$ cat config.mk
export PLATFORM = sky130hd
export DESIGN_NAME = swap_slot_bitmap_allocator_unit
export DESIGN_NICKNAME = d
export VERILOG_FILES = /design/src/hw/rtl/ssba_pkg.sv /design/src/hw/rtl/swap_slot_bitmap_allocator_unit.sv /design/src/hw/rtl/ssba_map_ram.sv /design/src/hw/rtl/ssba_burst_gen.sv
export SDC_FILE = /design/constraint.sdc
export NUM_CORES = 1
export LEC_CHECK = 0
export BUFFER_PORTS_ARGS = -buffer_cell sky130_fd_sc_hd__buf_2
export CAP_MARGIN = 0
export CORE_ASPECT_RATIO = 1.75
export CORE_MARGIN = 2
export CORE_UTILIZATION = 56
export DETAILED_ROUTE_END_ITERATION = 16
export HOLD_SLACK_MARGIN = 0.02
export MAX_ROUTING_LAYER = met4
export PLACE_DENSITY_LB_ADDON = 0.1
export SYNTH_ARGS = -nofsm -noshare
export SYNTH_HDL_FRONTEND = slang
export SYNTH_SLANG_ARGS = --single-unit
$ cat constraint.sdc
create_clock -name clk -period 6.77 [get_ports clk]
set_input_delay 0.3385 -clock clk [delete_from_list [all_inputs] [get_ports clk]]
set_output_delay 0.3385 -clock clk [all_outputs]
set_load 0.02 [all_outputs]
$ cat src/hw/rtl/ssba_pkg.sv
package ssba_pkg;

  // Sizing of the slot map
  localparam int MAX_SLOTS        = 1024;
  localparam int SECTORS_PER_SLOT = 8;
  localparam int SLOT_W           = 10;
  localparam int SECTOR_W         = 13;
  localparam int COUNT_W          = 11;
  localparam int CNT_W            = (SECTORS_PER_SLOT > 1) ? $clog2(SECTORS_PER_SLOT) : 1;

  // Map memory organization: one row holds the used bits of WORD_W slots
  localparam int WORD_W = 32;
  localparam int BIT_W  = $clog2(WORD_W);
  localparam int ROWS   = MAX_SLOTS / WORD_W;
  localparam int ROW_W  = SLOT_W - BIT_W;

  // Register map
  localparam int PADDR_W = 3;
  localparam logic REG_SLOT_COUNT = 1'b0;

  typedef enum logic {
    OP_STORE = 1'b0,
    OP_LOAD  = 1'b1
  } op_t;

  typedef enum logic [1:0] {
    ST_OK   = 2'd0,
    ST_FULL = 2'd1,
    ST_BAD  = 2'd2
  } status_t;

  // Request handed from the lookup logic to the sector burst generator
  typedef struct packed {
    status_t           status;
    logic [SLOT_W-1:0] slot;
    logic              is_write;
    logic              single;
  } burst_cmd_t;

  typedef struct packed {
    logic found;
    logic [BIT_W-1:0] idx;
  } first_set_t;

  // Lowest set bit of a map row
  function automatic first_set_t first_set(input logic [WORD_W-1:0] vec);
    first_set_t r;
    r = '0;
    for (int i = WORD_W - 1; i >= 0; i--) begin
      if (vec[i]) begin
        r.found = 1'b1;
        r.idx   = BIT_W'(i);
      end
    end
    return r;
  endfunction

endpackage

$ cat src/hw/rtl/swap_slot_bitmap_allocator_unit.sv
// First-fit swap slot allocator. The used bit of each slot lives in a 32 x 32-bit
// map memory with per-row valid bits and a per-row full mark, so reset takes effect
// at once with no clearing pass. A request is accepted when the block is idle, is
// looked up in the cycle after (the map memory read), and its result run is handed
// to the burst generator; the next request is accepted while that run drains. A
// successful store or load produces eight sector results, and a failed request
// produces one result; each request passes through accept and then lookup, and the
// lookup waits while the burst generator is still busy with the previous run.
// slot_count is at address 0 and saturates to 1024 usable slots.
module swap_slot_bitmap_allocator_unit (
  input  logic                          clk,
  input  logic                          rst,
  // configuration
  input  logic                          psel,
  input  logic                          penable,
  input  logic                          pwrite,
  input  logic [ssba_pkg::PADDR_W-1:0]  paddr,
  input  logic [31:0]                   pwdata,
  output logic [31:0]                   prdata,
  output logic                          pready,
  // requests
  input  logic                          in_valid,
  output logic                          in_ready,
  input  logic                          operation,
  input  logic [ssba_pkg::SLOT_W-1:0]   slot_index,
  // results
  output logic                          out_valid,
  input  logic                          out_ready,
  output logic [1:0]                    status,
  output logic [ssba_pkg::SLOT_W-1:0]   slot,
  output logic [ssba_pkg::SECTOR_W-1:0] sector,
  output logic                          is_write,
  output logic                          last
);

  typedef enum logic {
    S_IDLE,
    S_LOOKUP
  } state_t;

  state_t                        state;
  logic [ssba_pkg::COUNT_W-1:0]  slot_count;
  logic [ssba_pkg::COUNT_W-1:0]  limit;
  logic [ssba_pkg::ROWS-1:0]     row_valid;
  logic [ssba_pkg::ROWS-1:0]     row_full;
  logic [ssba_pkg::ROWS-1:0]     eligible;
  ssba_pkg::first_set_t          row_pick;
  ssba_pkg::first_set_t          bit_pick;

  logic                          op_q;
  logic [ssba_pkg::SLOT_W-1:0]   idx_q;
  logic [ssba_pkg::ROW_W-1:0]    row_q;
  logic                          row_found_q;

  logic                          accept;
  logic [ssba_pkg::ROW_W-1:0]    rd_row;
  logic [ssba_pkg::WORD_W-1:0]   rd_data;
  logic [ssba_pkg::WORD_W-1:0]   word;
  logic [ssba_pkg::WORD_W-1:0]   new_word;
  logic [ssba_pkg::SLOT_W-1:0]   alloc_slot;
  logic                          ok;
  logic                          wr_en;

  logic                          cmd_valid;
  logic                          cmd_ready;
  ssba_pkg::burst_cmd_t          cmd;

  // Configuration port
  assign pready = 1'b1;
  assign prdata = (paddr[2] == ssba_pkg::REG_SLOT_COUNT)
                ? {{(32 - ssba_pkg::COUNT_W){1'b0}}, slot_count} : '0;

  always_ff @(posedge clk) begin
    if (rst) begin
      slot_count <= ssba_pkg::COUNT_W'(ssba_pkg::MAX_SLOTS);
    end else if (psel && penable && pwrite && pready
                 && paddr[2] == ssba_pkg::REG_SLOT_COUNT) begin
      slot_count <= pwdata[ssba_pkg::COUNT_W-1:0];
    end
  end

  // Saturate the usable slot count
  assign limit = (slot_count > ssba_pkg::COUNT_W'(ssba_pkg::MAX_SLOTS))
               ? ssba_pkg::COUNT_W'(ssba_pkg::MAX_SLOTS) : slot_count;

  // Pick the lowest row that starts below the limit and still has a free slot
  always_comb begin
    for (int r = 0; r < ssba_pkg::ROWS; r++) begin
      eligible[r] = (ssba_pkg::COUNT_W'(r * ssba_pkg::WORD_W) < limit) && !row_full[r];
    end
  end
  assign row_pick = ssba_pkg::first_set(eligible);

  assign accept = in_valid && in_ready;
  assign in_ready = (state == S_IDLE);
  assign rd_row = (operation == ssba_pkg::OP_LOAD)
                ? slot_index[ssba_pkg::SLOT_W-1:ssba_pkg::BIT_W]
                : row_pick.idx[ssba_pkg::ROW_W-1:0];

  ssba_map_ram u_map (
    .clk     (clk),
    .rd_en   (accept),
    .rd_addr (rd_row),
    .rd_data (rd_data),
    .wr_en   (wr_en),
    .wr_addr (row_q),
    .wr_data (new_word)
  );

  // Decide the request from the row just read
  always_comb begin
    word       = row_valid[row_q] ? rd_data : '0;
    bit_pick   = ssba_pkg::first_set(~word);
    alloc_slot = {row_q, bit_pick.idx};
    if (op_q == ssba_pkg::OP_STORE) begin
      ok       = row_found_q && bit_pick.found
                 && ({1'b0, alloc_slot} < limit);
      new_word = word | (ssba_pkg::WORD_W'(1) << bit_pick.idx);
      cmd.status   = ok ? ssba_pkg::ST_OK : ssba_pkg::ST_FULL;
      cmd.slot     = ok ? alloc_slot : '0;
      cmd.is_write = 1'b1;
    end else begin
      ok       = ({1'b0, idx_q} < limit) && word[idx_q[ssba_pkg::BIT_W-1:0]];
      new_word = word & ~(ssba_pkg::WORD_W'(1) << idx_q[ssba_pkg::BIT_W-1:0]);
      cmd.status   = ok ? ssba_pkg::ST_OK : ssba_pkg::ST_BAD;
      cmd.slot     = idx_q;
      cmd.is_write = 1'b0;
    end
    cmd.single = !ok;
  end

  assign cmd_valid = (state == S_LOOKUP);
  assign wr_en     = cmd_valid && cmd_ready && ok;

  // Request sequencing and captured request fields
  always_ff @(posedge clk) begin
    if (rst) begin
      state <= S_IDLE;
    end else begin
      unique case (state)
        S_IDLE: begin
          if (accept) begin
            state <= S_LOOKUP;
          end
        end
        S_LOOKUP: begin
          if (cmd_ready) begin
            state <= S_IDLE;
          end
        end
        default: state <= S_IDLE;
      endcase
    end
    if (accept) begin
      op_q        <= operation;
      idx_q       <= slot_index;
      row_q       <= rd_row;
      row_found_q <= (operation == ssba_pkg::OP_LOAD) || row_pick.found;
    end
  end

  // Row valid and full marks follow every write back
  always_ff @(posedge clk) begin
    if (rst) begin
      row_valid <= '0;
      row_full  <= '0;
    end else if (wr_en) begin
      row_valid[row_q] <= 1'b1;
      row_full[row_q]  <= &new_word;
    end
  end

  ssba_burst_gen u_burst (
    .clk       (clk),
    .rst       (rst),
    .cmd_valid (cmd_valid),
    .cmd_ready (cmd_ready),
    .cmd       (cmd),
    .out_valid (out_valid),
    .out_ready (out_ready),
    .status    (status),
    .slot      (slot),
    .sector    (sector),
    .is_write  (is_write),
    .last      (last)
  );

  // A failure produces a single result
  a_fail_single: assert property (@(posedge clk) disable iff (rst)
    out_valid && status != ssba_pkg::ST_OK |-> last)
    else $error("failure result not marked last");

  // The final sector of a run belongs to its slot
  a_last_sector: assert property (@(posedge clk) disable iff (rst)
    out_valid && status == ssba_pkg::ST_OK && last
    |-> sector == ssba_pkg::SECTOR_W'(slot * ssba_pkg::SECTORS_PER_SLOT
                                      + ssba_pkg::SECTORS_PER_SLOT - 1))
    else $error("last sector does not match slot");

  // A written row is valid afterwards
  a_row_valid: assert property (@(posedge clk) disable iff (rst)
    wr_en |=> row_valid[$past(row_q)])
    else $error("written row not marked valid");

  // No new request is taken while a lookup waits for the burst generator
  a_no_accept_lookup: assert property (@(posedge clk) disable iff (rst)
    cmd_valid && !cmd_ready |=> !$past(accept) && state == S_LOOKUP)
    else $error("lookup abandoned before hand-off");

endmodule

$ cat src/hw/rtl/ssba_map_ram.sv
module ssba_map_ram (
  input  logic                        clk,
  input  logic                        rd_en,
  input  logic [ssba_pkg::ROW_W-1:0]  rd_addr,
  output logic [ssba_pkg::WORD_W-1:0] rd_data,
  input  logic                        wr_en,
  input  logic [ssba_pkg::ROW_W-1:0]  wr_addr,
  input  logic [ssba_pkg::WORD_W-1:0] wr_data
);

  logic [ssba_pkg::WORD_W-1:0] mem [ssba_pkg::ROWS];

  // Write port
  always_ff @(posedge clk) begin
    if (wr_en) begin
      mem[wr_addr] <= wr_data;
    end
  end

  // Registered read port, holds its data between reads
  always_ff @(posedge clk) begin
    if (rd_en) begin
      rd_data <= mem[rd_addr];
    end
  end

endmodule

$ cat src/hw/rtl/ssba_burst_gen.sv
module ssba_burst_gen (
  input  logic                          clk,
  input  logic                          rst,
  input  logic                          cmd_valid,
  output logic                          cmd_ready,
  input  ssba_pkg::burst_cmd_t          cmd,
  output logic                          out_valid,
  input  logic                          out_ready,
  output logic [1:0]                    status,
  output logic [ssba_pkg::SLOT_W-1:0]   slot,
  output logic [ssba_pkg::SECTOR_W-1:0] sector,
  output logic                          is_write,
  output logic                          last
);

  logic                       busy;
  logic [ssba_pkg::CNT_W-1:0] cnt;
  logic                       take;
  logic                       beat;

  assign beat      = busy && out_ready;
  assign cmd_ready = !busy || (out_ready && last);
  assign take      = cmd_valid && cmd_ready;
  assign out_valid = busy;

  // Track an active run of results
  always_ff @(posedge clk) begin
    if (rst) begin
      busy <= 1'b0;
    end else if (take) begin
      busy <= 1'b1;
    end else if (beat && last) begin
      busy <= 1'b0;
    end
  end

  // Load a new run, or advance to the next sector
  always_ff @(posedge clk) begin
    if (take) begin
      status   <= cmd.status;
      slot     <= cmd.slot;
      is_write <= cmd.is_write;
      cnt      <= '0;
      sector   <= cmd.single ? '0
                 : ssba_pkg::SECTOR_W'(cmd.slot * ssba_pkg::SECTORS_PER_SLOT);
      last     <= cmd.single || (ssba_pkg::SECTORS_PER_SLOT == 1);
    end else if (beat) begin
      cnt    <= cnt + 1'b1;
      sector <= sector + 1'b1;
      last   <= (cnt == ssba_pkg::CNT_W'(ssba_pkg::SECTORS_PER_SLOT - 2));
    end
  end

endmodule

==> results of run 1 <==
placed cells by master, fill, tap and decap left out, drive strengths merged, types with 8 or more instances in the layout:
cell	synthesis	routed
dlygate4sd3	0	24
clkinv	2	52
a21o	16	16
nand3	44	44
a31oi	13	13
edfxtp	1100	1100
ha	21	21
conb	2	22
or2	8	8
nor2b	21	21
o21ai	60	60
a21oi	66	66
nand3b	11	11
o22ai	150	150
and3	16	16
dfxtp	80	80
mux2i	819	819
nand2	105	105
buf	144	200
inv	42	46
o211ai	15	15
nor3	21	21
and2	8	8
nor4	60	60
clkbuf	48	125
nand2b	51	51
bufinv	0	11
nand4	17	17
nor2	101	101
nor3b	10	10
a22o	8	8
mux4	10	10
a22oi	8	8
worst paths after layout:
path         slack (ps)  depth (start not counted)          start               end
min                 150                          3            rst     row_valid[29]
max reg2reg         580                         22       row_q[1]  u_map.mem[28][8]
max                 580                         22       row_q[1]  u_map.mem[28][8]
min reg2reg         460                          2  row_valid[20]     row_valid[20]
stage by stage:
stage                     instance area, um^2  hold WS, ps  setup WS, ps
after global placement                  53000          438           728
after detailed placement                53000          450           789
after global routing                    56600          149           268
final                                   56600          149           578
after floorplan                         50300          425          -732
after CTS                               56600          118           712
metal layers:
layer  vias to the layer above  global-route usage
met5                         -                   -
met4                         0               0.120
met3                       309              0.0314
met2                      1043               0.515
met1                     14700               0.356
li1                      12800                   -
cells by family after synthesis:
kind of cell,count (synthesis)
buf+inv,236
fa+ha+maj,21
flops,1180
simple gates,505
mux,830
compound gates,401
other cells,2
xor+xnor,13
state kept, by name, summed over array words and instances (netlist names):
name	cells
u_map.mem	1024
row_full	32
row_valid	32
u_map.rd_data	32
u_burst.sector	13
slot_count	11
idx_q	10
u_burst.slot	10
row_q	5
u_burst.cnt	3
u_burst.status	2
cmd_valid	1
op_q	1
row_found_q	1
u_burst.is_write	1
u_burst.last	1
u_burst.out_valid	1
synthesized netlist by cell type (8+ instances only):
cell type     n  share of area
nand2_1     102         0.0076
nand3_1      42         0.0042
clkbuf_1     48         0.0036
buf_2        73         0.0073
and3_1       16         0.0020
ha_1         21         0.0052
buf_1         8        0.00060
o211ai_1     15         0.0022
a31oi_1      13         0.0016
o22ai_1     150          0.019
a21oi_1      66         0.0066
dfxtp_1      80          0.032
buf_4        58         0.0087
nor3b_1      10         0.0015
nand4_1      17         0.0021
a22o_1        8         0.0014
nor2_1       99         0.0074
nor4_2       41          0.010
a21o_1       16         0.0024
mux2i_1     817           0.16
edfxtp_1   1100           0.66
nand3b_1     11         0.0016
nor4_1       19         0.0024
o21ai_0      59         0.0059
nand2b_1     51         0.0064
inv_1        41         0.0031
nor2b_1      21         0.0026
mux4_2       10         0.0045
nor3_1       20         0.0020
power groups by stage:
stage          logic (mW)  clock network [mW]  registers (mW)
2_1_floorplan       0.604                   0            8.16
6_report            0.910                5.94            8.04
4_1_cts             0.909                6.03            8.03
3_5_place_dp        0.896                   0            8.19
3_3_place_gp        0.883                   0            8.19
5_1_grt             0.960                6.31            8.03
final cells by class:
| class | instances | area share |
|---|---|---|
| flip-flops and latches | 1180 | 0.611 |
| multi-input cells | 1792 | 0.262 |
| clock buffers | 125 | 0.0488 |
| repair buffers | 224 | 0.0372 |
| well taps | 1176 | 0.0260 |
| clock inverters | 67 | 0.0114 |
| inverters | 44 | 0.00292 |
critical path: stages (launching register included):
cell      delay, ps
edfxtp_1       1150
mux2i_1         280
o22ai_1         110
nor4_1          730
buf_4           260
mux2i_4          60
and3_1          240
nand2_1         120
inv_1            60
ha_1            290
a21o_1          190
a21o_1          170
a21oi_1         240
nand3b_1        120
a21oi_1         130
a31o_2          110
nand2b_1        200
mux2i_4         110
nor2_2          170
buf_4           230
nand3_1         360
inv_2           200
buf_12          230
==> out/metrics.cfg, run 1 <==
[logic_synthesis]
synthXorXnorAreaFrac=0.00227
ys_ff_latch=1180
synth.avg_cell_area_um2=15.8
synth_edf_count=1100
synthesis.area_um2=50200
synth_cells=3188
synthMuxAreaShare=0.168
async_flop_share=0
synth_cell_types=88
yosys_warnings=0
synthFlopType=edfxtp_1
synth-compound-area-share=0.0513
synth_seq_area_share=0.689
synth-simple-area-share=0.0590
synthAdderAreaFrac=0.00523
synth_top_family_by_area=multiplexers

[global_route]
antenna_found_initial=0
grt_overflow=0
grt_use_total=0.297
grt_max_degree=82
grt_pass1_vias=29400
grt_pass1_wl_um=193000

[die]
start_util=0.564
core_um2=89100
die_h_um=400
fp-row-count=145
die_w_um=230
io_pins=115
die_area_um2=92200

[cts]
tritoncts=done
clk_latency_ps=720
ctsRootBufferMaster=clkbuf_16
holdBufCountCts=24
clock_sinks=1180
cts_setup_buffers=0
htreeDepth=3
cts.path.max_buffers=3
cts_buffers=106
path_clk_slew_ps=60
cts_resized=0

[setup_path]
cp_data_required_time_ps=7140
crit_fanout=32
crit_path_start_kind=register
cp.arrival_ps=6560
endpoint_kind=register
criticalPathCategory=reg -> reg

[sta]
max_slew_margin=0.125
hold_viol=0
finalCritPeriodShare=0.915
worstMarginPinSlew_ps=1310
rsz0062_at_grt=false
fin_crit_ps=6190
max_freq_mhz=162
finClkSkew_ps=39.3
setup_viol=0
finalSetupTns_ps=0
drv_slew=0

[pwr]
ir_worst_vdd_v=0.000241
leakagePower_nw=22.9
total_power_mw=14.9
power.share.switching=0.218
power_switching_mw=3.25
clockPowerShare=0.399
seqPwrFrac=0.540
p_int_mw=11.6
combPwrFrac=0.061
powerDensity_nw_per_um2=263

[place]
dp_hpwl_um=85000
portBuffers=69
place_inst=4392
gp_congestion=0.957

[detailed_routing]
final_antenna_net_count=0
drt-initial-drc-count=2357
avgViaCountPerCell=6.25
wl_per_cell_um=28.8
vias=28800
routed.top_layer=met4
wl_met2_um=69900
wl_met3_um=6760
dr.pass1.iters=8
wl_met1_um=50700
wl_um=133000
drc=0

[cells_and_area]
layout.nets=3422
stdcell_count=4608
antennaDiodeCount=0
register_area_um2=34600
fillCellCount=6426
drive_gt1_frac=0.140
syn2layout_area_growth_pct=12.7
multi_input_area_um2=14900
post-route-util=0.636

[min_path]
hold_path.class=in -> reg

[status]
outcome=finished, final reports clean

[run]
drv_cap=0

(Power assumes the default switching activity.)
==> inputs of run 2 (changes only) <==
--- a/config.mk
+++ b/config.mk
@@ -13,7 +13,7 @@
 export DETAILED_ROUTE_END_ITERATION = 16
 export HOLD_SLACK_MARGIN = 0.02
 export MAX_ROUTING_LAYER = met4
-export PLACE_DENSITY_LB_ADDON = 0.1
+export PLACE_DENSITY_LB_ADDON = 0.3
 export SYNTH_ARGS = -nofsm -noshare
 export SYNTH_HDL_FRONTEND = slang
 export SYNTH_SLANG_ARGS = --single-unit
==> run 2 against run 1 <==
Fmax up 0.38%. Sequential power about the same. Clock power up 3.5%. Largest cell class unchanged.
==> out/metrics.cfg, run 2 (synthesized netlist as in run 1, its figures left out) <==
[cts]
path_clk_slew_ps=70  ; about the same
cts_buffers=98  ; -7.5%
cts.path.max_buffers=3  ; unchanged
htreeDepth=3  ; unchanged
cts_setup_buffers=0  ; unchanged
tritoncts=done
cts_resized=0  ; unchanged
clock_sinks=1180  ; unchanged
clk_latency_ps=720  ; about the same
ctsRootBufferMaster=clkbuf_16

[global_route]
antenna_found_initial=2  ; +2
grt_pass1_vias=29500  ; +0.18%
grt_max_degree=90  ; +9.8%
grt_overflow=0  ; unchanged
grt_pass1_wl_um=190000  ; -1.6%
grt_use_total=0.290  ; -0.00748

[sta]
max_freq_mhz=162  ; +0.38%
setup_slack_ps=601  ; +23.2 ps
fin_crit_ps=6170  ; -23.2 ps
finalCritPeriodShare=0.911  ; -0.00343
finalSetupTns_ps=0  ; unchanged
hold_viol=0  ; unchanged
drv_slew=0  ; unchanged
finClkSkew_ps=34.3  ; -5.01 ps
max_slew_margin=0.104  ; -0.0207
rsz0062_at_grt=false
worstMarginPinSlew_ps=1340  ; +31.0 ps
setup_viol=0  ; unchanged

[status]
outcome=finished, final reports clean

[place]
portBuffers=69  ; unchanged
gp_congestion=0.972  ; +1.5%
dp_hpwl_um=82900  ; -2.4%
post-place-ws_ps=852  ; +63.1 ps

[cells_and_area]
final_common_cell=edfxtp_1
largest_reg_flops=1024  ; unchanged
register_area_um2=34600  ; unchanged
antennaDiodeCount=0  ; unchanged
layout.nets=3421  ; -0.029%
drive_gt1_frac=0.147  ; +0.00612
multi_input_area_um2=14800  ; -0.15%
syn2layout_area_growth_pct=13.2
layout_common_cells=1100 x edfxtp_1, 817 x mux2i_1, 143 x o22ai_1
fillCellCount=6154  ; -4.2%
regMostFlops=u_map.mem

[detailed_routing]
wl_per_cell_um=28.2  ; -2.2%
wl_um=130000  ; -2.2%
vias=28900  ; +0.16%
avgViaCountPerCell=6.26  ; +0.16%
final_antenna_net_count=0  ; unchanged
drt-initial-drc-count=2332  ; -1.1%
drc=0  ; unchanged
dr.pass1.iters=5  ; -3

[setup_path]
cp.arrival_ps=6540  ; -20 ps
rrSetupSlack_ps=600  ; +20 ps
crit_fanout=32  ; unchanged
crit_buf_inv=4  ; -1
crit_path_start_kind=register
path_cells=mux2i_1 -> o22ai_1 -> nor4_1 -> buf_4 -> mux2i_4 -> and3_1 -> nand2_1 -> inv_1 -> ha_1 -> a21o_1 -> a21o_1 -> a21oi_1 -> nand3b_1 -> a21oi_1 -> a31o_2 -> nand2b_1 -> mux2i_4 -> nor2_2 -> nand3_1 -> inv_2 -> buf_12
cp_data_required_time_ps=7140  ; about the same
critPathTopFamily=simple AND/OR/NAND/NOR gates
crit_path_top_delay_cell=edfxtp_1
endpoint_kind=register
slowest_delay_ps=1140  ; about the same
criticalPathCategory=reg -> reg

[die]
fp-row-count=145  ; unchanged
die_area_um2=92200  ; unchanged
die_h_um=400  ; unchanged
start_util=0.564  ; unchanged
core_um2=89100  ; unchanged
io_pins=115  ; unchanged
die_w_um=230  ; unchanged

[pwr]
power.share.switching=0.217  ; -0.00180
leakagePower_nw=23.0  ; +0.39%
seqPwrFrac=0.532  ; -0.008
clockPowerShare=0.408  ; +0.009
ir_worst_vdd_v=0.000189  ; -21%
power_switching_mw=3.27  ; +0.49%
combPwrFrac=0.060  ; about the same
p_int_mw=11.8  ; +1.6%
powerDensity_nw_per_um2=265  ; +0.95%

[min_path]
hold_path.class=in -> reg

[run]
drv_cap=0  ; unchanged

-- run 2: layer usage --
layer	vias up	share of wire	track usage	wire length, um
met5	-	0	-	0
met4	0	0.045	0.131	5840
met3	273	0.057	0.0324	7360
met2	1069	0.52	0.503	68200
met1	14800	0.37	0.338	48600
li1	12800	-	-	-
-- run 2: through the flow --
stage	power, mW	cell area (um^2)	instances	utilization	hold slack (ps)
global placement	9.05	53100	4399	0.596	443
global route	15.5	56900	4608	0.638	275
finish	15.1	56900	4608	0.638	246
detailed placement	9.07	53100	4399	0.596	441
floorplan	8.76	50300	3208	-	425
CTS	15.2	56900	4608	0.638	213
-- run 2: final cells by class --
| type | instances | area share |
|---|---|---|
| inverter | 44 | 0.00290 |
| multi-input combinational | 1792 | 0.261 |
| tap | 1176 | 0.0259 |
| clock buffer | 110 | 0.0456 |
| clock inverter | 75 | 0.0167 |
| sequential | 1180 | 0.609 |
| timing repair buffer | 231 | 0.0389 |
-- run 2: worst paths after layout --
kind	cells after the start	to	from
worst max-delay path	21	u_map.mem[6][0]	row_q[1]
worst min-delay path	4	slot_count[0]	penable
worst max register to register	21	u_map.mem[6][0]	row_q[1]
worst min register to register	2	row_valid[4]	row_valid[4]
-- run 2: power by group through the flow --
stage,registers [mW],logic [mW],clock network [mW]
2_1_floorplan,8.16,0.604,0
3_3_place_gp,8.18,0.874,0
3_5_place_dp,8.18,0.887,0
4_1_cts,8.02,0.903,6.23
5_1_grt,8.02,0.956,6.49
6_report,8.02,0.906,6.15
-- run 2: worst register-to-register path: stages (launching register included) --
cell      delay [ps]
edfxtp_1        1140
mux2i_1          350
o22ai_1          110
nor4_1           640
buf_4            250
mux2i_4           60
and3_1           250
nand2_1          110
inv_1             50
ha_1             280
a21o_1           190
a21o_1           170
a21oi_1          240
nand3b_1         120
a21oi_1          140
a31o_2           120
nand2b_1         160
mux2i_4          100
nor2_2           460
nand3_1          440
inv_2            190
buf_12           250
-- run 2: timing repair --
item                                    4_1_cts  5_1_grt
hold buffers                                 24        0
endpoints found under the setup margin        0        0
hold endpoints to repair                     25        0
